--- config.mk ---
export PLATFORM = sky130hd
export DESIGN_NAME = fbf_queue
export DESIGN_NICKNAME = d
export VERILOG_FILES = /design/src/hw/rtl/fbf_pkg.sv /design/src/hw/rtl/fbf_queue.sv
export SDC_FILE = /design/constraint.sdc
export NUM_CORES = 1
export LEC_CHECK = 0
export ABC_AREA = 1
export BUFFER_PORTS_ARGS = -buffer_cell sky130_fd_sc_hd__buf_4
export CORE_MARGIN = 2
export CORE_UTILIZATION = 48
export DETAILED_ROUTE_END_ITERATION = 8
export PLACE_DENSITY = 0.75
export SLEW_MARGIN = 20
export SYNTH_ARGS = -nofsm -noshare
export SYNTH_HDL_FRONTEND = slang
export SYNTH_SLANG_ARGS = --single-unit
--- constraint.sdc ---
create_clock -name clk_i -period 7.2 [get_ports clk_i]
set_input_delay 1.44 -clock clk_i [delete_from_list [all_inputs] [get_ports clk_i]]
set_output_delay 1.44 -clock clk_i [all_outputs]
set_load 0.02 [all_outputs]
--- src/hw/rtl/fbf_pkg.sv ---
// Package for the ARGB32 fill engine: store geometry, command codes,
// queue entry and register types. No dependencies.

package fbf_pkg;

  localparam int STORE_WORDS = 4096;              // power of two, address wraps
  localparam int AW          = $clog2(STORE_WORDS);
  localparam int PIXW        = 32;
  localparam int CW          = 12;                // signed coordinate width
  localparam int UW          = 11;                // in-range coordinate width
  localparam int PITCHW      = 12;
  localparam int BASEW       = 12;
  localparam int MULW        = UW + PITCHW;
  localparam int SUMW        = MULW + 1;
  localparam int QDEPTH      = 2;
  localparam int QAW         = $clog2(QDEPTH);
  localparam int PAW         = 4;

  typedef enum logic [2:0] {
    FN_SET   = 3'd0,
    FN_GET   = 3'd1,
    FN_HLINE = 3'd2,
    FN_VLINE = 3'd3,
    FN_RECT  = 3'd4
  } func_e;

  typedef enum logic [1:0] {
    REG_WIDTH  = 2'd0,
    REG_HEIGHT = 2'd1,
    REG_PITCH  = 2'd2,
    REG_BASE   = 2'd3
  } reg_e;

  typedef enum logic [1:0] {
    K_DRAW,
    K_READ,
    K_REJECT,
    K_NOP
  } kind_e;

  typedef enum logic [1:0] {
    B_IDLE,
    B_ROW,
    B_PIX,
    B_RDWAIT
  } bstate_e;

  typedef struct packed {
    logic [UW-1:0]     fb_width;
    logic [UW-1:0]     fb_height;
    logic [PITCHW-1:0] row_pitch;
    logic [BASEW-1:0]  base_word;
  } cfg_t;

  typedef struct packed {
    kind_e           kind;
    logic [UW-1:0]   x_lo;
    logic [UW-1:0]   x_hi;
    logic [UW-1:0]   y_lo;
    logic [UW-1:0]   y_hi;
    logic [PIXW-1:0] color;
  } cmd_t;

  function automatic logic in_range(logic [CW-1:0] v, logic [UW-1:0] lim);
    return !v[CW-1] && (v[UW-1:0] < lim);
  endfunction

endpackage

--- src/hw/rtl/fbf_queue.sv ---
// Short command queue between front and back end.
// Depends on fbf_pkg.

module fbf_queue import fbf_pkg::*; (
  input  logic clk_i,
  input  logic rst_ni,
  input  logic push_i,
  input  cmd_t cmd_i,
  input  logic pop_i,
  output cmd_t head_o,
  output logic full_o,
  output logic empty_o
);

  cmd_t           mem_q [QDEPTH];
  logic [QAW-1:0] wr_q, rd_q;
  logic [QAW:0]   cnt_q;

  always_ff @(posedge clk_i or negedge rst_ni) begin
    if (!rst_ni) begin
      wr_q  <= '0;
      rd_q  <= '0;
      cnt_q <= '0;
    end else begin
      if (push_i) wr_q <= wr_q + 1'b1;
      if (pop_i)  rd_q <= rd_q + 1'b1;
      if (push_i && !pop_i)      cnt_q <= cnt_q + 1'b1;
      else if (pop_i && !push_i) cnt_q <= cnt_q - 1'b1;
    end
  end

  always_ff @(posedge clk_i) begin
    if (push_i) mem_q[wr_q] <= cmd_i;
  end

  assign head_o  = mem_q[rd_q];
  assign full_o  = cnt_q == (QAW+1)'(QDEPTH);
  assign empty_o = cnt_q == '0;

endmodule

# Yosys cells after proc, flatten, opt, wreduce, memory -nomap -nowiden
# Memory sizes are Yosys's and may differ from the RTL's.
# Cells that the tools add are included.
dict set report totals {
  ff_bits 4
  memories 1
  mem_bits_rw 156
  inputBits 82
  wordCells 19
  out_inout_bits 80
}
dict set report op_classes {
  mux 4
  addsub 4
  n_eq_ne 1
  n_reduce_logical 6
}
# memory words word_bits read_ports rd_ports_with_merged_regs write_ports line
set memory_table {}
lappend memory_table {mem_q 2 78 1 0 1 fbf_queue.sv:15} ;# cmd_t mem_q [QDEPTH];
# op count
set ops {}
lappend ops {{2-bit two-way mux} 2}
lappend ops {{1-bit adder (second input constant)} 2}
lappend ops {{2-bit by 1-bit adder with 2-bit output (second input constant)} 1}
lappend ops {{2-bit equality test (second input constant)} 1}
lappend ops {{1-bit logical AND} 2}
lappend ops {{1-bit logical NOT} 2}
lappend ops {{2-bit logical NOT} 1}
lappend ops {{1-bit two-way mux} 2}
lappend ops {{2-bit nonzero test} 1}
lappend ops {{2-bit by 1-bit subtractor with 2-bit output (second input constant)} 1}

# Longest topological paths before layout
# Gate-level depths: netlist of the first run.
dict set report logic_depth {
  depth_word 4
  depth_mapped 7
  ltp_nobuf 7
}

# Least setup slack after synthesis of the first run
# OpenSTA, ideal clock, no wires.
dict set report synth_timing {
  path_kind {input-to-reg}
  start {in push_i}
  end {mem mem_q[0][0] (netlist name) (enable)}
  t_arrival_ns 4.748
  setup_ns 0.517
  slack_ns 1.935
  stages 2
  n_path_buf 0
  required_ns 6.683
  path_cell_list {inv_1 -> nor2_1}
}
dict set report synth_via {
  elab_chain_cells 2
}
# item line
set synth_lines {}
lappend synth_lines {{from (decl)} fbf_queue.sv:7} ;# input logic push_i,
lappend synth_lines {{1-bit two-way mux} fbf_queue.sv:33} ;# if (push_i) mem_q[wr_q] <= cmd_i;
lappend synth_lines {{1-bit two-way mux (not written as such)} fbf_queue.sv:33}
lappend synth_lines {{to (decl)} fbf_queue.sv:15}
# No other way between the ends.

==> metrics.cfg, run 1 <==
[outcome]
status = complete, no violations

[sta]
fin_ws_ns = 3.728
fin_skew_ns = 0.009498
setup_viol = 0
worstMarginPinSlew_ns = 1.029
hold_violations = 0
period_share = 0.4822
slew_headroom = 0.3125
finalMaxSlewViolations = 0
rsz0062_at_grt = false
whs_ns = 0.5302
tns_ns = 0
fin_crit_ns = 3.472
max_freq_mhz = 288.0

[critical_path]
cp-end-kind = output pin
start_kind = register
max_stage_delay_ns = 0.73
crit_slowest_cell = dfrtp_4
path_class = register to output pin
cp_num_buf_inv = 2
critPathTopFamily = flip-flops
cp.arrival_ns = 2.03
crit_required_ns = 5.76
path_max_fanout = 47
cp_cell_sequence = buf_16, mux2_2, buf_4

[clock_network]
clkTransAtPathRegs_ns = 0.06
cts_resized = 0
cts_tree = yes
htree_levels = 4
cts_buffers = 17
clockBufferDepth = 2
cts_hold_buffers = 0
clock_sinks = 160
cts_root_buf = clkbuf_16
clkLatencyLatePin_ns = 0.41
post_cts_buffers = 0

[drt]
drc = 0
avgRoutedWirePerCell_um = 16.93
drt_iter0_drc = 149
drtPass1Iterations = 5
ant_nets = 0
vias_per_cell = 4.970
drt-total-wl_um = 10180
num_vias = 2987

[global_route]
grt_max_degree = 80
grt-ovfl-total = 0
grt_use_total = 0.1564
grt_pass1_wl_um = 14820
antenna_found_initial = 0
grt_pass1_vias = 3049

[floorplan]
core_area_sq_um = 11960
die_area_sq_um = 13130
die_h_um = 114.6
io_pins = 162
die_x_um = 114.6
num_rows = 40
initial_core_util = 0.4908

[power_and_ir_drop]
finalPower_mw = 3.162
ir_worst_vdd_mv = 0.3343
p_leak_nw = 2.980
power.density_nw_per_um2 = 406.3

[synthesis]
ys_ff_latch = 160
synth_top_cell_by_area = edfxtp_1
ys_seq_area_frac = 0.8150
syn_inst = 268
synth_area_sq_um = 5871
syn_nets = 351
ys_top_cells_by_area = edfxtp_1, mux2_2, mux2_4
avgSynthCellArea_sq_um = 21.91
synth_cell_types = 14
yosysWarningCount = 0
yosysTopAreaCellShare = 0.7980

[placed_design]
dp_slack_ns = 3.695
placed_cell_area_sq_um = 7227
hpwl_um = 6467
portBuffers = 161
gp_congestion = 0.7228

[finish]
drive_above_1_share = 0.5969
antennaDiodeCount = 0
area_growth_pct = 32.57
final_nets = 525
finish.instance_area_sq_um = 7782

[worst_hold_path]
hold_class = register to register

[run]
cap_violations = 0

-- sequential cells by signal, indices dropped and copies added, names as in the netlist --
| signal | cells |
|---|---|
| mem_q | 156 |
| rd_q | 1 |
| wr_q | 1 |
| cnt_q | 2 |
-- per-layer routing --
metal | GRT usage | part of all wire | vias to the layer above
li1 | - | - | 1400
met1 | 0.1835 | 0.42 | 1466
met2 | 0.2556 | 0.51 | 110
met3 | 0.06141 | 0.063 | 11
met4 | 0.06992 | 0.015 | 0
met5 | 0 | 0 | -
-- layout by cell type, fill, tap and decap left out, drive strengths merged --
cell      instances
inv               6
edfxtp          156
xor2              2
nand4             1
ha                1
clkbuf           18
nor2              3
buf             164
nand2             5
xnor2             1
mux2             78
nand3             1
clkinvlp          4
clkinv            9
dfrtp             4
bufinv            1
-- stage by stage --
step,util,cells
after detailed placement,0.6042,569
after CTS,0.6483,600
final,0.6506,601
after global placement,0.6042,569
after global routing,0.6506,601
after floorplan,-,268
-- Yosys cell counts, drive strengths merged --
cell and count:
nand3 1, dfrtp 4, nand4 1, inv 7
nand2 5, xor2 2, buf 9, xnor2 1
edfxtp 156, nor2 3, mux2 78, ha 1
-- final timing paths --
path / from / end / cells after the start / slack [ns]
worst max-delay path: rd_q / head_o[29] / 3 / 3.73
worst min-delay path: cnt_q[1] / cnt_q[1] / 2 / 0.53
worst max register to register: wr_q / mem_q[0][45] / 2 / 4.91
worst min register to register: cnt_q[1] / cnt_q[1] / 2 / 0.53
max in group asynchronous: rst_ni / rd_q / 1 / 6.27
min in group asynchronous: rst_ni / wr_q / 1 / 0.81
-- cell type report --
cell class / count / area [sq um]
repair buffers: 164 / 1251
inverters: 7 / 27.53
clock inverters: 13 / 98.84
well taps: 147 / 183.9
clock buffers: 18 / 429.2
fillers: 821 / 4179
multi-input cells: 92 / 1003
flip-flops and latches: 160 / 4788
-- kinds of logic after synthesis --
family,share of synthesized area
mux,0.1560
xor+xnor,0.004477
buf+inv,0.01535
simple gates,0.007033
flops,0.8150
fa+ha+maj,0.002131
-- worst min-delay path, cell delays in order (launching register included) --
cell	delay, ns
dfrtp_1	0.38
nand2_1	0.06
nand2_1	0.05
-- report_power, final --
group / internal (mW) / switching (mW) / leakage [nW]
clock: 0.466 / 0.326 / 0.248
sequential: 1.24 / 0.0816 / 1.51
combinational: 0.497 / 0.552 / 1.22
total: 2.20 / 0.960 / 2.98
No activity file was read; power rests on OpenSTA's default activity.
==> run 2: changes to the inputs <==
Settings changed: CORE_UTILIZATION 48 to 47, PLACE_DENSITY 0.75 to 0.77.
Clock period 7.2 ns to 3.1 ns, I/O delays scaled along.
==> metrics.cfg, run 2 (same netlist as run 1, synthesis figures left out) <==
[power_and_ir_drop]
power.density_nw_per_um2 = 946.2  ; +130%
ir_worst_vdd_mv = 0.6394  ; +91%
power.switching_mw = 2.215  ; +130%
swShare = 0.2983  ; -0.005166
internal_power_mw = 5.209  ; +140%
pwr-share-seq = 0.402  ; -0.016
p_leak_nw = 3.011  ; +1.1%
pwr-share-clk = 0.257  ; +0.007
p_comb_frac = 0.341  ; +0.009

[finish]
area_growth_pct = 33.65
fin_util = 0.6478  ; -0.002797
reg_top3 = mem_q x156, cnt_q x2
ff_latch_area_sq_um = 4788  ; unchanged
antennaDiodeCount = 0  ; unchanged
largest_reg_flops = 156  ; unchanged
drive_above_1_share = 0.5908  ; -0.006107
final_nets = 528  ; +0.57%
layout_common_cells = buf_4, edfxtp_1, mux2_2
multi_input_area_sq_um = 1003  ; unchanged
num-fill-cells = 873  ; +6.3%
top_register = mem_q
layout_commonest_cell = buf_4

[sta]
tns_ns = 0  ; unchanged
period_share = 0.7933
slew_headroom = 0.5460  ; +0.2336
setup_viol = 0  ; unchanged
finalMaxSlewViolations = 0  ; unchanged
whs_ns = 0.3941  ; -0.1361 ns
fin_skew_ns = 0.004517  ; -0.004981 ns
hold_violations = 0  ; unchanged
worstMarginPinSlew_ns = 0.6802  ; -0.3487 ns
rsz0062_at_grt = false
fin_crit_ns = 2.459
max_freq_mhz = 406.7

[floorplan]
io_pins = 162  ; unchanged
num_rows = 40  ; unchanged
die_area_sq_um = 13400  ; +2.1%
initial_core_util = 0.4847  ; -0.006084
die_x_um = 115.8  ; +1.0%
core_area_sq_um = 12110  ; +1.3%
die_h_um = 115.8  ; +1.0%

[critical_path]
cp-end-kind = output pin
critPathCapture = head_o[24]
cp.arrival_ns = 1.84  ; -0.19 ns
crit_required_ns = 2.48  ; -3.28 ns
crit_path_start = rd_q
reg2reg_depth = 3  ; +1
path_max_fanout = 36  ; -23%
start_kind = register
timing.rr.start = wr_q
reg2reg_to = mem_q[1][2]
r2r_slack_ns = 1.30  ; -3.61 ns
path_class = register to output pin

[clock_network]
cts_root_buf = clkbuf_16
clockBufferDepth = 2  ; unchanged
htree_levels = 4  ; unchanged
clkLatencyLatePin_ns = 0.41  ; about the same
cts_hold_buffers = 1  ; +1
clock_sinks = 160  ; unchanged
clkTransAtPathRegs_ns = 0.05  ; about the same
cts_resized = 0  ; unchanged
post_cts_buffers = 0  ; unchanged
cts_tree = yes
cts_buffers = 17  ; unchanged

[drt]
drtPass1Iterations = 4  ; -1
vias_per_cell = 4.805  ; -3.3%
drc = 0  ; unchanged
drt-total-wl_um = 10390  ; +2.1%
drt_iter0_drc = 183  ; +23%
ant_nets = 0  ; unchanged
num_vias = 3003  ; +0.54%
avgRoutedWirePerCell_um = 16.63  ; -1.8%

[global_route]
grt_max_degree = 44  ; -45%
grt-ovfl-total = 0  ; unchanged
grt_use_total = 0.1578  ; +0.001394
grt_pass1_wl_um = 15590  ; +5.2%
grt_pass1_vias = 3162  ; +3.7%
antenna_found_initial = 0  ; unchanged

[placed_design]
gp_congestion = 0.6798  ; -5.9%
portBuffers = 161  ; unchanged
hpwl_um = 6958  ; +7.6%

[outcome]
status = complete, no violations

[worst_hold_path]
hold_class = input port to register

[run]
cap_violations = 0  ; unchanged

## run 2: area by class of cell
type | count | share of cell area
timing repair buffer | 167 | 0.1633
inverter | 7 | 0.003508
clock inverter | 10 | 0.01212
multi-input combinational | 92 | 0.1279
sequential | 160 | 0.6103
clock buffer | 21 | 0.05613
tap | 168 | 0.02679
## run 2: routing by layer
layer / track usage / routed length (um) / vias to the layer above
met3: 0.05858 / 713 / 16
met4: 0.07778 / 207 / 0
li1: - / - / 1401
met1: 0.1790 / 4126 / 1483
met5: 0 / 0 / -
met2: 0.2647 / 5347 / 103
## run 2: worst min-delay path by stage
stage                     slack (ns)  depth (start not counted)            to       from
after detailed placement        0.42                          1          wr_q     rst_ni
after global routing            0.37                          1  mem_q[1][43]  cmd_i[43]
final                           0.39                          2          rd_q      pop_i
after floorplan                 0.32                          0      cnt_q[0]     rst_ni
after global placement          0.42                          1          wr_q     rst_ni
after CTS                       0.37                          1  mem_q[0][43]  cmd_i[43]
## run 2: power groups by stage
stage	logic, mW	clock network [mW]	registers (mW)
final	2.53	1.91	2.99
after global routing	2.69	2.03	3.02
after CTS	2.58	1.94	2.99
after detailed placement	2.56	0	3.03
after global placement	2.54	0	3.00
after floorplan	1.61	0	3.01
## run 2: per-stage QoR
step | worst slack [ns] | power (mW) | std cells | cell area, sq um
after floorplan | 0.008151 | 4.621 | 268 | 5873
after global placement | 0.9869 | 5.544 | 593 | 7301
after detailed placement | 0.9753 | 5.599 | 593 | 7301
after CTS | 0.6212 | 7.511 | 625 | 7846
after global routing | 0.5864 | 7.740 | 625 | 7846
final | 0.6409 | 7.424 | 625 | 7846
## run 2: worst max-delay path: stages, from the launching register on
cell and delay (ns):
dfrtp_4 0.42, buf_4 0.41, mux2_2 0.41, buf_4 0.16
