==> src/hw/rtl/fbf_pkg.sv <==
// Package for the ARGB32 fill engine: store geometry, command codes,
// queue entry and register types. No dependencies.

package fbf_pkg;

  localparam int STORE_WORDS = 4096;              // power of two, address wraps
  localparam int AW          = $clog2(STORE_WORDS);
  localparam int PIXW        = 32;
  localparam int CW          = 12;                // signed coordinate width
  localparam int UW          = 11;                // in-range coordinate width
  localparam int PITCHW      = 12;
  localparam int BASEW       = 12;
  localparam int MULW        = UW + PITCHW;
  localparam int SUMW        = MULW + 1;
  localparam int QDEPTH      = 2;
  localparam int QAW         = $clog2(QDEPTH);
  localparam int PAW         = 4;

  typedef enum logic [2:0] {
    FN_SET   = 3'd0,
    FN_GET   = 3'd1,
    FN_HLINE = 3'd2,
    FN_VLINE = 3'd3,
    FN_RECT  = 3'd4
  } func_e;

  typedef enum logic [1:0] {
    REG_WIDTH  = 2'd0,
    REG_HEIGHT = 2'd1,
    REG_PITCH  = 2'd2,
    REG_BASE   = 2'd3
  } reg_e;

  typedef enum logic [1:0] {
    K_DRAW,
    K_READ,
    K_REJECT,
    K_NOP
  } kind_e;

  typedef enum logic [1:0] {
    B_IDLE,
    B_ROW,
    B_PIX,
    B_RDWAIT
  } bstate_e;

  typedef struct packed {
    logic [UW-1:0]     fb_width;
    logic [UW-1:0]     fb_height;
    logic [PITCHW-1:0] row_pitch;
    logic [BASEW-1:0]  base_word;
  } cfg_t;

  typedef struct packed {
    kind_e           kind;
    logic [UW-1:0]   x_lo;
    logic [UW-1:0]   x_hi;
    logic [UW-1:0]   y_lo;
    logic [UW-1:0]   y_hi;
    logic [PIXW-1:0] color;
  } cmd_t;

  function automatic logic in_range(logic [CW-1:0] v, logic [UW-1:0] lim);
    return !v[CW-1] && (v[UW-1:0] < lim);
  endfunction

endpackage

==> src/hw/rtl/fbf_front.sv <==
// Front end: checks coordinates against the visible area and puts the
// line ends and the rect x ends in order. Depends on fbf_pkg.

module fbf_front import fbf_pkg::*; (
  input  logic [2:0]      func_i,
  input  logic [CW-1:0]   x_a_i,
  input  logic [CW-1:0]   y_a_i,
  input  logic [CW-1:0]   x_b_i,
  input  logic [CW-1:0]   y_b_i,
  input  logic [PIXW-1:0] color_i,
  input  cfg_t            cfg_i,
  output cmd_t            cmd_o
);

  logic          xa_ok, xb_ok, ya_ok, yb_ok;
  logic [UW-1:0] xa, xb, ya, yb;
  logic          x_swap, y_swap;

  always_comb begin
    xa_ok  = in_range(x_a_i, cfg_i.fb_width);
    xb_ok  = in_range(x_b_i, cfg_i.fb_width);
    ya_ok  = in_range(y_a_i, cfg_i.fb_height);
    yb_ok  = in_range(y_b_i, cfg_i.fb_height);
    xa     = x_a_i[UW-1:0];
    xb     = x_b_i[UW-1:0];
    ya     = y_a_i[UW-1:0];
    yb     = y_b_i[UW-1:0];
    // only meaningful when both ends are in range (both non-negative)
    x_swap = xb < xa;
    y_swap = yb < ya;

    cmd_o.kind  = K_REJECT;
    cmd_o.x_lo  = xa;
    cmd_o.x_hi  = xa;
    cmd_o.y_lo  = ya;
    cmd_o.y_hi  = ya;
    cmd_o.color = color_i;

    unique case (func_e'(func_i))
      FN_SET: begin
        if (xa_ok && ya_ok) cmd_o.kind = K_DRAW;
      end
      FN_GET: begin
        if (xa_ok && ya_ok) cmd_o.kind = K_READ;
      end
      FN_HLINE: begin
        if (ya_ok && xa_ok && xb_ok) cmd_o.kind = K_DRAW;
        cmd_o.x_lo = x_swap ? xb : xa;
        cmd_o.x_hi = x_swap ? xa : xb;
      end
      FN_VLINE: begin
        if (xa_ok && ya_ok && yb_ok) cmd_o.kind = K_DRAW;
        cmd_o.y_lo = y_swap ? yb : ya;
        cmd_o.y_hi = y_swap ? ya : yb;
      end
      FN_RECT: begin
        if (xa_ok && xb_ok && ya_ok && yb_ok) begin
          cmd_o.kind = y_swap ? K_NOP : K_DRAW;
        end
        cmd_o.x_lo = x_swap ? xb : xa;
        cmd_o.x_hi = x_swap ? xa : xb;
        cmd_o.y_lo = ya;
        cmd_o.y_hi = yb;
      end
      default: cmd_o.kind = K_REJECT;
    endcase
  end

endmodule

==> config.mk <==
export PLATFORM = sky130hd
export DESIGN_NAME = fbf_front
export DESIGN_NICKNAME = d
export VERILOG_FILES = /design/src/hw/rtl/fbf_pkg.sv /design/src/hw/rtl/fbf_front.sv
export SDC_FILE = /design/constraint.sdc
export NUM_CORES = 1
export LEC_CHECK = 0
export ABC_AREA = 1
export BUFFER_PORTS_ARGS = -buffer_cell sky130_fd_sc_hd__buf_2
export CAP_MARGIN = 20
export CORE_UTILIZATION = 30
export DETAILED_ROUTE_END_ITERATION = 16
export PLACE_DENSITY = 0.66
export SYNTH_ARGS = -nofsm -noshare
export SYNTH_HDL_FRONTEND = slang
export SYNTH_SLANG_ARGS = --single-unit
==> constraint.sdc <==
create_clock -name vclk -period 4.8
set_input_delay 0.72 -clock vclk [all_inputs]
set_output_delay 0.72 -clock vclk [all_outputs]
set_load 0.02 [all_outputs]
# Word level (Yosys, flattened, before mapping)
# Cells that the tools add are included.
# classes
n_reduce_logical	16
mux	13
n_lt_le_gt_ge	6
eq_ne	4
# ops
cell	n
$lt A11 B11 Y1	6
$mux W11	4
$pmux W22 S2	1
$mux W22	1
$mux W2	6
$logic_and A1 B1 Y1	10
$pmux W2 S5	1
$eq A3 B2 Y1 const B	2
$logic_not A1 Y1	4
$eq A3 B1 Y1 const B	1
$eq A3 B3 Y1 const B	1
$logic_not A3 Y1	1
$reduce_or A2 Y1	1
# totals
elab_cells	39
input_bits	129
reg_bits	0

# Logic depth before layout (Yosys ltp)
# Gate-level depths: netlist of the first run.
# depth
depth_word	7
depth_mapped	14
depth_no_buf	14

# Worst setup path before layout of the first run
# OpenSTA, ideal clock, no wires.
# synth_path
path_kind	input -> output
start	input x_a_i[10]
end	output cmd_o[54] in the netlist's numbering
setup_slack_ps	1951
t_arrival_ps	2129
path_stages	9
required_time_ps	4080
cell_sequence	inv_1 > ha_1 > nand2_1 > nor2_1 > nand3_1 > nand2_1 > nand2_2 > buf_6 > o21ai_0
# synth_lines
item	line_no	source
from (decl)	fbf_front.sv:6	input logic [CW-1:0] x_a_i,
to (decl)	fbf_front.sv:12	output cmd_t cmd_o

==> flow_results.xml, run 1 <==
<?xml version="1.0" encoding="UTF-8"?>
<metrics>
  <group name="run_status">
    <metric name="status" unit="">finished, final reports clean</metric>
  </group>
  <group name="yosys">
    <metric name="synth.lib_cells_used.distinct" unit="">27</metric>
    <metric name="synth.avg_cell_area" unit="µm²">5.99</metric>
    <metric name="post-synth-top-count-cell" unit="">nand2_1</metric>
    <metric name="synth.top_cells.by_area" unit="">ha_1 (28%), nand2_1 (13%), a21oi_1 (9.7%), inv_1 (9.5%), buf_4 (9.1%)</metric>
    <metric name="synth_common_cells" unit="">nand2_1 (92), inv_1 (67), ha_1 (60)</metric>
    <metric name="postSynthNetCount" unit="">630</metric>
    <metric name="synthesis.area" unit="mm²">0.00264</metric>
    <metric name="synth_cells" unit="">441</metric>
    <metric name="synth_top_cell_by_area" unit="">ha_1</metric>
    <metric name="synth_warnings" unit="">0</metric>
    <metric name="yosysSeqAreaShare" unit="">0</metric>
    <metric name="synth_top_area_frac" unit="">0.284</metric>
  </group>
  <group name="setup_path">
    <metric name="crit_path_end" unit="">cmd_o[52]</metric>
    <metric name="timing.critical_path.fanout_max" unit="">24</metric>
    <metric name="worstSetupPathType" unit="">primary input to output port</metric>
    <metric name="timing.critical_path.from" unit="">y_a_i[6]</metric>
    <metric name="worstSetupStartpointType" unit="">primary input</metric>
    <metric name="endpoint_kind" unit="">output port</metric>
    <metric name="required" unit="ns">4.08</metric>
    <metric name="worst-endpoint-arrival" unit="ns">2.90</metric>
  </group>
  <group name="route">
    <metric name="routed_via_density" unit="">4.78</metric>
    <metric name="drt_pre_antenna_iters" unit="">4</metric>
    <metric name="post_drt_wl_per_cell" unit="µm">12.3</metric>
    <metric name="antenna_violating_nets_post_route" unit="">0</metric>
    <metric name="detail_route.wirelength" unit="µm">7640</metric>
    <metric name="met3_wirelength" unit="µm">348</metric>
    <metric name="highest-signal-layer" unit="">met4</metric>
    <metric name="wl_met2" unit="µm">3640</metric>
    <metric name="vias" unit="">2978</metric>
    <metric name="drc" unit="">0</metric>
    <metric name="detailedRoute.firstIterationViolations" unit="">80</metric>
    <metric name="routedLengthMet1" unit="µm">3580</metric>
  </group>
  <group name="finish">
    <metric name="finish.utilization" unit="">0.364</metric>
    <metric name="fraction_of_final_layout_cells_with_drive_strength_greater_than_1" unit="">0.293</metric>
    <metric name="seqCellArea" unit="µm²">0</metric>
    <metric name="num_antenna_cells" unit="">0</metric>
    <metric name="clock_buffer_count" unit="">0</metric>
    <metric name="n_sequential_cell" unit="">0</metric>
    <metric name="layout-area-overhead-vs-synth" unit="%">15.5</metric>
    <metric name="finalNetCount" unit="">709</metric>
  </group>
  <group name="clocking">
    <metric name="postCtsResizedCells" unit="">0</metric>
    <metric name="postCtsSetupRepairBufs" unit="">0</metric>
    <metric name="hold_buffers" unit="">0</metric>
  </group>
  <group name="place">
    <metric name="gp_congestion" unit="">0.875</metric>
    <metric name="placement.io_buffers" unit="">119</metric>
    <metric name="dpl.hpwl" unit="µm">6720</metric>
  </group>
  <group name="floorplanning">
    <metric name="dieHeight" unit="µm">95.9</metric>
    <metric name="rows" unit="">33</metric>
    <metric name="num_io_pins" unit="">207</metric>
    <metric name="coreArea" unit="mm²">0.00838</metric>
    <metric name="fp.dieW" unit="µm">95.9</metric>
    <metric name="die_footprint" unit="mm²">0.00919</metric>
    <metric name="initial_core_util" unit="">0.315</metric>
  </group>
  <group name="timing">
    <metric name="setup_violations" unit="">0</metric>
    <metric name="max_slew.worst_pin.slew" unit="ns">0.849</metric>
    <metric name="setup-tns-final" unit="ns">0</metric>
    <metric name="timing.final.crit_period" unit="ns">3.62</metric>
    <metric name="rsz0062_at_grt" unit="">false</metric>
    <metric name="final_hold_viol_count" unit="">0</metric>
    <metric name="finalCritPeriodShare" unit="">0.753</metric>
    <metric name="fmaxAchievable" unit="MHz">276</metric>
    <metric name="final-max-slew-violation-count" unit="">0</metric>
    <metric name="max_slew_margin" unit="">0.432</metric>
  </group>
  <group name="power">
    <metric name="vdd_ir_drop_max" unit="µV">41.2</metric>
    <metric name="share_seq_of_total_power" unit="">0</metric>
    <metric name="cellPowerDensity" unit="mW/mm²">110</metric>
    <metric name="internal-power" unit="W">0.000122</metric>
    <metric name="total_leakage_power" unit="nW">1.86</metric>
    <metric name="share_clk_of_total_power" unit="">0</metric>
    <metric name="switchingPower" unit="W">0.000215</metric>
    <metric name="power_frac_comb" unit="">1.000</metric>
    <metric name="switching_share" unit="">0.639</metric>
  </group>
  <group name="global_routing">
    <metric name="vias_in_the_first_global_route" unit="">2728</metric>
    <metric name="grt_max_degree" unit="">25</metric>
    <metric name="globalRouteTotalUtil" unit="">0.159</metric>
    <metric name="gr-total-overflow" unit="">0</metric>
    <metric name="initial_antenna_violation_count" unit="">0</metric>
    <metric name="first_pass_grt_wire_length" unit="µm">11900</metric>
  </group>
  <group name="min_path">
    <metric name="timing.hold.worst.class" unit="">primary input to output port</metric>
  </group>
  <group name="flow_run">
    <metric name="max_cap_violations" unit="">0</metric>
  </group>
</metrics>
==> final cells by class <==
class	instances	area, µm²
Inverter	71	267
Tap cell	105	131
Timing Repair Buffer	120	603
Multi-Input combinational cell	327	2050
Fill cell	923	5330
==> worst min-delay path by stage <==
| stage | start | end | cells after the start |
|---|---|---|---|
| floorplan | color_i[0] | cmd_o[0] | 1 |
| detailed placement | color_i[0] | cmd_o[0] | 0 |
| finish | color_i[17] | cmd_o[17] | 0 |
| global placement | color_i[0] | cmd_o[0] | 0 |
| CTS | color_i[0] | cmd_o[0] | 0 |
| global route | color_i[25] | cmd_o[25] | 0 |
==> cells in the final DEF, fill, tap and decap left out <==
cell,instances
nand3_2,2
buf_4,1
nor2_2,1
nand4_1,5
inv_2,4
a21oi_1,51
nor2_1,44
a211o_1,1
ha_1,60
nor3_1,3
nand2_1,92
a31oi_1,1
o21ai_2,11
inv_1,67
nand3_1,23
a21oi_2,8
nand2_2,2
o21ai_1,12
nor3_4,1
nor2_4,1
o211ai_2,1
nand3_4,1
buf_2,119
o21ai_0,7
==> per-layer routing <==
layer  GRT usage  vias up
met5           0        -
met3     0.00948       11
met1       0.218     1318
li1            -     1572
met4      0.0236        0
met2       0.278       77
==> power by group through the flow <==
stage / logic [W] / registers (W) / clock network, W
floorplan: 0.000263 / 0 / 0
global placement: 0.000330 / 0 / 0
detailed placement: 0.000338 / 0 / 0
CTS: 0.000340 / 0 / 0
global route: 0.000380 / 0 / 0
finish: 0.000337 / 0 / 0
==> cell families (layout without fill, tap and decap cells) <==
kind of cell	Yosys count	after routing	synth area share
simple gates	175	175	0.286
fa+ha+maj	60	60	0.284
buf+inv	114	191	0.224
compound gates	92	92	0.206
==> through the flow <==
step                      std cells  setup WS, ns  hold WS, ns  total power [W]  area (µm²)
after floorplan                 441          1.95         1.55         0.000263        2640
after CTS                       623          1.24         1.44         0.000340        3050
after global routing            623          1.00         1.44         0.000380        3050
final                           623          1.18         1.44         0.000337        3050
after detailed placement        623          1.25         1.44         0.000338        3050
after global placement          623          1.28         1.44         0.000330        3050
==> worst max-delay path, stage by stage <==
cell	delay, ns
buf_2	0.13
inv_1	0.06
ha_1	0.29
nand2_1	0.07
o21ai_0	0.32
nand2_1	0.16
nand3_4	0.25
inv_2	0.07
nand2_2	0.41
nand2_1	0.13
o21ai_2	0.08
buf_2	0.18
Note: power is estimated with default switching activity, not from simulation.
==> run 2: changes to the inputs <==
clock period = 3.53 ns   (was 4.8 ns; I/O delays follow)
==> flow_results.xml, run 2 (synthesis gave the netlist of run 1 again) <==
<?xml version="1.0" encoding="UTF-8"?>
<metrics>
  <group name="run_status">
    <metric name="status" unit="">finished, final reports clean</metric>
  </group>
  <group name="timing">
    <metric name="max_slew.worst_pin.slew" unit="ns">0.553</metric>
    <metric name="setup_violations" unit="">0</metric>
    <metric name="rsz0062_at_grt" unit="">false</metric>
    <metric name="finalCritPeriodShare" unit="">0.834</metric>
    <metric name="final-max-slew-violation-count" unit="">0</metric>
    <metric name="setup-tns-final" unit="ns">0</metric>
    <metric name="final_hold_viol_count" unit="">0</metric>
    <metric name="fmaxAchievable" unit="MHz">340</metric>
    <metric name="timing.final.crit_period" unit="ns">2.94</metric>
    <metric name="max_slew_margin" unit="">0.630</metric>
  </group>
  <group name="finish">
    <metric name="fin_area" unit="mm²">0.00307</metric>
    <metric name="n_fill_cell" unit="">927</metric>
    <metric name="layout.cells.non_filler" unit="">625</metric>
    <metric name="layout-area-overhead-vs-synth" unit="%">16.1</metric>
    <metric name="clock_buffer_count" unit="">0</metric>
    <metric name="finalNetCount" unit="">711</metric>
    <metric name="multi_input_area" unit="mm²">0.00205</metric>
    <metric name="fraction_of_final_layout_cells_with_drive_strength_greater_than_1" unit="">0.296</metric>
    <metric name="most_common_cell_after_layout_fill_and_taps_aside" unit="">buf_2</metric>
    <metric name="num_antenna_cells" unit="">0</metric>
    <metric name="seqCellArea" unit="µm²">0</metric>
    <metric name="final_cell_mix" unit="">buf_2 (119), nand2_1 (92), inv_1 (67)</metric>
    <metric name="n_sequential_cell" unit="">0</metric>
  </group>
  <group name="power">
    <metric name="internal-power" unit="W">0.000168</metric>
    <metric name="switchingPower" unit="W">0.000293</metric>
    <metric name="p_total" unit="W">0.000462</metric>
    <metric name="share_seq_of_total_power" unit="">0</metric>
    <metric name="switching_share" unit="">0.635</metric>
    <metric name="vdd_ir_drop_max" unit="µV">51.4</metric>
    <metric name="share_clk_of_total_power" unit="">0</metric>
    <metric name="total_leakage_power" unit="nW">1.87</metric>
    <metric name="cellPowerDensity" unit="mW/mm²">151</metric>
    <metric name="power_frac_comb" unit="">1.000</metric>
  </group>
  <group name="place">
    <metric name="dpl.hpwl" unit="µm">6570</metric>
    <metric name="dpl_cell_area" unit="mm²">0.00307</metric>
    <metric name="numPlacedInstances" unit="">625</metric>
    <metric name="gp_congestion" unit="">0.855</metric>
    <metric name="placement.io_buffers" unit="">119</metric>
  </group>
  <group name="route">
    <metric name="detail_route.wirelength" unit="µm">7600</metric>
    <metric name="antenna_violating_nets_post_route" unit="">0</metric>
    <metric name="routed_via_density" unit="">4.72</metric>
    <metric name="drc" unit="">0</metric>
    <metric name="drt_pre_antenna_iters" unit="">4</metric>
    <metric name="post_drt_wl_per_cell" unit="µm">12.2</metric>
    <metric name="vias" unit="">2950</metric>
    <metric name="detailedRoute.firstIterationViolations" unit="">80</metric>
  </group>
  <group name="floorplanning">
    <metric name="dieHeight" unit="µm">95.9</metric>
    <metric name="initial_core_util" unit="">0.315</metric>
    <metric name="coreArea" unit="mm²">0.00838</metric>
    <metric name="rows" unit="">33</metric>
    <metric name="num_io_pins" unit="">207</metric>
    <metric name="die_footprint" unit="mm²">0.00919</metric>
    <metric name="fp.dieW" unit="µm">95.9</metric>
  </group>
  <group name="setup_path">
    <metric name="required" unit="ns">3.00</metric>
    <metric name="worstSetupStartpointType" unit="">primary input</metric>
    <metric name="worst-endpoint-arrival" unit="ns">2.42</metric>
    <metric name="endpoint_kind" unit="">output port</metric>
    <metric name="timing.critical_path.fanout_max" unit="">22</metric>
    <metric name="worstSetupPathType" unit="">primary input to output port</metric>
  </group>
  <group name="global_routing">
    <metric name="gr-total-overflow" unit="">0</metric>
    <metric name="globalRouteTotalUtil" unit="">0.155</metric>
    <metric name="initial_antenna_violation_count" unit="">0</metric>
    <metric name="first_pass_grt_wire_length" unit="µm">11700</metric>
    <metric name="vias_in_the_first_global_route" unit="">2647</metric>
    <metric name="grt_max_degree" unit="">24</metric>
  </group>
  <group name="clocking">
    <metric name="postCtsSetupRepairBufs" unit="">0</metric>
    <metric name="hold_buffers" unit="">0</metric>
    <metric name="postCtsResizedCells" unit="">0</metric>
  </group>
  <group name="flow_run">
    <metric name="max_cap_violations" unit="">0</metric>
  </group>
  <group name="min_path">
    <metric name="timing.hold.worst.class" unit="">primary input to output port</metric>
  </group>
</metrics>
==> run 2: changes by cell type in the layout (fill, tap and decap cells not counted), sizes merged <==
cell	change
buf	+2
==> run 2: worst max-delay path: stages <==
cell     delay [ns]
buf_2          0.13
inv_1          0.05
ha_1           0.29
nand2_1        0.07
o21ai_0        0.25
nand2_1        0.14
nand3_4        0.09
inv_2          0.04
nand2_2        0.41
nand2_1        0.14
o21ai_2        0.08
buf_2          0.19
==> run 2: stage by stage <==
step	setup slack, ns	util	hold WS (ns)
6_report	0.585	0.366	1.06
5_1_grt	0.403	0.366	1.06
4_1_cts	0.610	0.366	1.06
3_5_place_dp	0.619	0.366	1.06
3_3_place_gp	0.623	0.366	1.06
2_1_floorplan	1.06	-	1.17
==> run 2: worst paths after layout <==
check	cells after the start	startpoint	to
setup / recovery	12	y_a_i[6]	cmd_o[50]
hold / removal	0	color_i[17]	cmd_o[17]
==> run 2: final cells by class <==
class	count	share of cell area
multi-input combinational	327	0.669
timing repair buffer	122	0.202
inverter	71	0.0869
tap	105	0.0428
==> run 2: routing by layer <==
layer	track usage	share of wire	vias up
met2	0.258	0.46	71
li1	-	-	1571
met1	0.231	0.48	1302
met4	0.00622	0.0018	0
met3	0.00711	0.058	6
met5	0	0	-
==> run 2: power groups by stage <==
stage | Combinational [W] | Sequential, W | Clock (W)
after detailed placement | 0.000461 | 0 | 0
after floorplan | 0.000357 | 0 | 0
after global placement | 0.000452 | 0 | 0
final | 0.000462 | 0 | 0
after CTS | 0.000463 | 0 | 0
after global routing | 0.000522 | 0 | 0
==> run 3: changes to the inputs <==
ABC_AREA = 0   (was 1)
PLACE_DENSITY = 0.67   (was 0.66)
clock period = 2.58 ns   (was 3.53 ns; I/O delays follow)
==> flow_results.xml, run 3 <==
<?xml version="1.0" encoding="UTF-8"?>
<metrics>
  <group name="finish">
    <metric name="n_fill_cell" unit="">713</metric>
    <metric name="fraction_of_final_layout_cells_with_drive_strength_greater_than_1" unit="">0.608</metric>
    <metric name="clock_buffer_count" unit="">0</metric>
    <metric name="finalNetCount" unit="">747</metric>
    <metric name="num_antenna_cells" unit="">0</metric>
    <metric name="fin_area" unit="mm²">0.00503</metric>
    <metric name="n_sequential_cell" unit="">0</metric>
    <metric name="final_cell_mix" unit="">buf_4 (103), buf_2 (75), buf_6 (51)</metric>
    <metric name="most_common_cell_after_layout_fill_and_taps_aside" unit="">buf_4</metric>
    <metric name="layout-area-overhead-vs-synth" unit="%">82.3</metric>
    <metric name="seqCellArea" unit="µm²">0</metric>
  </group>
  <group name="timing">
    <metric name="final-max-slew-violation-count" unit="">0</metric>
    <metric name="max_slew.worst_pin.slew" unit="ns">0.649</metric>
    <metric name="postLayoutSetupSlackWorst" unit="ns">-0.296</metric>
    <metric name="final_hold_viol_count" unit="">0</metric>
    <metric name="rsz0062_at_grt" unit="">true</metric>
    <metric name="finalCritPeriodShare" unit="">1.11</metric>
    <metric name="setup-tns-final" unit="ns">-4.35</metric>
    <metric name="max_slew_margin" unit="">0.567</metric>
    <metric name="setup_violations" unit="">35</metric>
    <metric name="fmaxAchievable" unit="MHz">348</metric>
    <metric name="timing.final.crit_period" unit="ns">2.88</metric>
  </group>
  <group name="route">
    <metric name="detailedRoute.firstIterationViolations" unit="">291</metric>
    <metric name="routed_via_density" unit="">5.73</metric>
    <metric name="vias" unit="">3808</metric>
    <metric name="drc" unit="">9</metric>
    <metric name="drt_pre_antenna_iters" unit="">13</metric>
    <metric name="antenna_violating_nets_post_route" unit="">0</metric>
    <metric name="post_drt_wl_per_cell" unit="µm">18.5</metric>
    <metric name="detail_route.wirelength" unit="µm">12300</metric>
  </group>
  <group name="global_routing">
    <metric name="globalRouteTotalUtil" unit="">0.213</metric>
    <metric name="first_pass_grt_wire_length" unit="µm">17200</metric>
    <metric name="grt_max_degree" unit="">33</metric>
    <metric name="initial_antenna_violation_count" unit="">0</metric>
    <metric name="vias_in_the_first_global_route" unit="">3678</metric>
    <metric name="gr-total-overflow" unit="">0</metric>
  </group>
  <group name="flow_run">
    <metric name="max_cap_violations" unit="">0</metric>
  </group>
  <group name="floorplanning">
    <metric name="fp.dieW" unit="µm">97.9</metric>
    <metric name="coreArea" unit="mm²">0.00881</metric>
    <metric name="rows" unit="">34</metric>
    <metric name="num_io_pins" unit="">207</metric>
    <metric name="dieHeight" unit="µm">97.9</metric>
    <metric name="die_footprint" unit="mm²">0.00958</metric>
    <metric name="initial_core_util" unit="">0.313</metric>
  </group>
  <group name="power">
    <metric name="total_leakage_power" unit="nW">2.47</metric>
    <metric name="power_frac_comb" unit="">1.000</metric>
    <metric name="switchingPower" unit="W">0.000577</metric>
    <metric name="share_seq_of_total_power" unit="">0</metric>
    <metric name="switching_share" unit="">0.497</metric>
    <metric name="vdd_ir_drop_max" unit="µV">126</metric>
    <metric name="internal-power" unit="W">0.000584</metric>
    <metric name="cellPowerDensity" unit="mW/mm²">231</metric>
    <metric name="share_clk_of_total_power" unit="">0</metric>
  </group>
  <group name="yosys">
    <metric name="postSynthNetCount" unit="">561</metric>
    <metric name="post-synth-top-count-cell" unit="">ha_1</metric>
    <metric name="synth.lib_cells_used.distinct" unit="">44</metric>
    <metric name="synth_top_cell_by_area" unit="">ha_1</metric>
    <metric name="synth_warnings" unit="">0</metric>
    <metric name="synth_cells" unit="">372</metric>
    <metric name="synth.avg_cell_area" unit="µm²">7.42</metric>
    <metric name="synth.top_cells.by_area" unit="">ha_1 (27%), buf_4 (8.7%), inv_1 (6.1%), mux2_4 (5.4%), mux2_2 (5.3%)</metric>
    <metric name="yosysSeqAreaShare" unit="">0</metric>
    <metric name="synth_top_area_frac" unit="">0.272</metric>
    <metric name="synthesis.area" unit="mm²">0.00276</metric>
    <metric name="synth_common_cells" unit="">ha_1 (60), inv_1 (45), buf_4 (32)</metric>
  </group>
  <group name="place">
    <metric name="dpl_cell_area" unit="mm²">0.00392</metric>
    <metric name="gp_congestion" unit="">0.889</metric>
    <metric name="dpl.hpwl" unit="µm">8150</metric>
    <metric name="placement.io_buffers" unit="">119</metric>
  </group>
  <group name="clocking">
    <metric name="hold_buffers" unit="">0</metric>
  </group>
  <group name="min_path">
    <metric name="min_delay_src" unit="">color_i[29]</metric>
    <metric name="timing.hold.worst.class" unit="">primary input to output port</metric>
    <metric name="min_delay_worst_endpoint" unit="">cmd_o[29]</metric>
    <metric name="timing.hold.worst_path_depth" unit="">0</metric>
  </group>
  <group name="setup_path">
    <metric name="timing.critical_path.fanout_max" unit="">5</metric>
    <metric name="endpoint_kind" unit="">output port</metric>
    <metric name="required" unit="ns">2.19</metric>
    <metric name="worst-endpoint-arrival" unit="ns">2.49</metric>
    <metric name="worstSetupStartpointType" unit="">primary input</metric>
    <metric name="worstSetupPathType" unit="">primary input to output port</metric>
  </group>
  <group name="run_status">
    <metric name="status" unit="">finished with violations</metric>
    <metric name="violations" unit="">design-rule violations, negative setup slack</metric>
  </group>
</metrics>
run 3: cell types whose count changed after synthesis, moves of 11 or more:
cell / change
nand3_1: -16
o32ai_1: +11
inv_1: -22
o22ai_1: +12
o311ai_0: +11
nand2_1: -81
clkbuf_1: +14
mux2_2: +13
nor2_1: -17
a21oi_1: -35
run 3: power by group through the flow:
stage                     registers, W  clock network [W]  logic [W]
after detailed placement             0                  0   0.000825
final                                0                  0    0.00116
after floorplan                      0                  0   0.000522
after global placement               0                  0   0.000801
after CTS                            0                  0   0.000960
after global routing                 0                  0    0.00123
run 3: repair_timing:
action / 4_1_cts / 5_1_grt
gates resized for setup: 107 / 99
buffers inserted: 2 / 22
pin swaps: 30 / 41
cloned: 1 / 1
endpoints found under the setup margin: 46 / 46
hold endpoints to repair: 0 / 0
run 3: cell type report:
| type | count | area [µm²] | area share |
|---|---|---|---|
| Timing Repair Buffer | 235 | 1820 | 0.362 |
| Tap cell | 108 | 135 | 0.0269 |
| Inverter | 45 | 176 | 0.0351 |
| Multi-Input combinational cell | 276 | 2900 | 0.577 |
run 3: worst max-delay path by stage:
stage | start | endpoint | slack [ns] | depth (start not counted)
floorplan | x_a_i[8] | cmd_o[54] | -0.09 | 6
global placement | y_a_i[6] | cmd_o[32] | -0.37 | 11
detailed placement | y_a_i[6] | cmd_o[37] | -0.33 | 10
CTS | y_a_i[8] | cmd_o[53] | -0.21 | 11
global route | y_a_i[8] | cmd_o[34] | -0.33 | 12
finish | y_b_i[8] | cmd_o[34] | -0.30 | 11
run 3: kinds of logic after synthesis:
group           Yosys count  synth area share
mux                      23             0.107
fa+ha+maj                60             0.272
buf+inv                  98             0.181
simple gates             77             0.139
xor+xnor                  1           0.00318
compound gates          113             0.298
run 3: critical path, stage by stage:
cell and delay (ns):
buf_6 0.10, ha_4 0.23, a21o_1 0.18, a21o_1 0.17, a21oi_2 0.16, buf_4 0.15
o21a_4 0.17, buf_6 0.12, o32ai_2 0.07, a222oi_1 0.50, buf_2 0.25
run 3: routing by layer:
metal / global-route usage / share of wire / vias up
met4: 0.0594 / 0.032 / 0
met2: 0.380 / 0.50 / 200
met1: 0.275 / 0.40 / 1798
met3: 0.0157 / 0.068 / 42
met5: 0 / 0 / -
li1: - / - / 1768
run 3: stage by stage:
stage / utilization / hold slack [ns] / std cells / worst slack (ns) / power [W]
final: 0.571 / 0.774 / 664 / -0.296 / 0.00116
after global routing: 0.571 / 0.774 / 664 / -0.330 / 0.00123
after CTS: 0.502 / 0.774 / 641 / -0.208 / 0.000960
after detailed placement: 0.445 / 0.774 / 638 / -0.326 / 0.000825
after global placement: 0.445 / 0.774 / 638 / -0.372 / 0.000801
after floorplan: - / 0.887 / 372 / -0.0938 / 0.000522
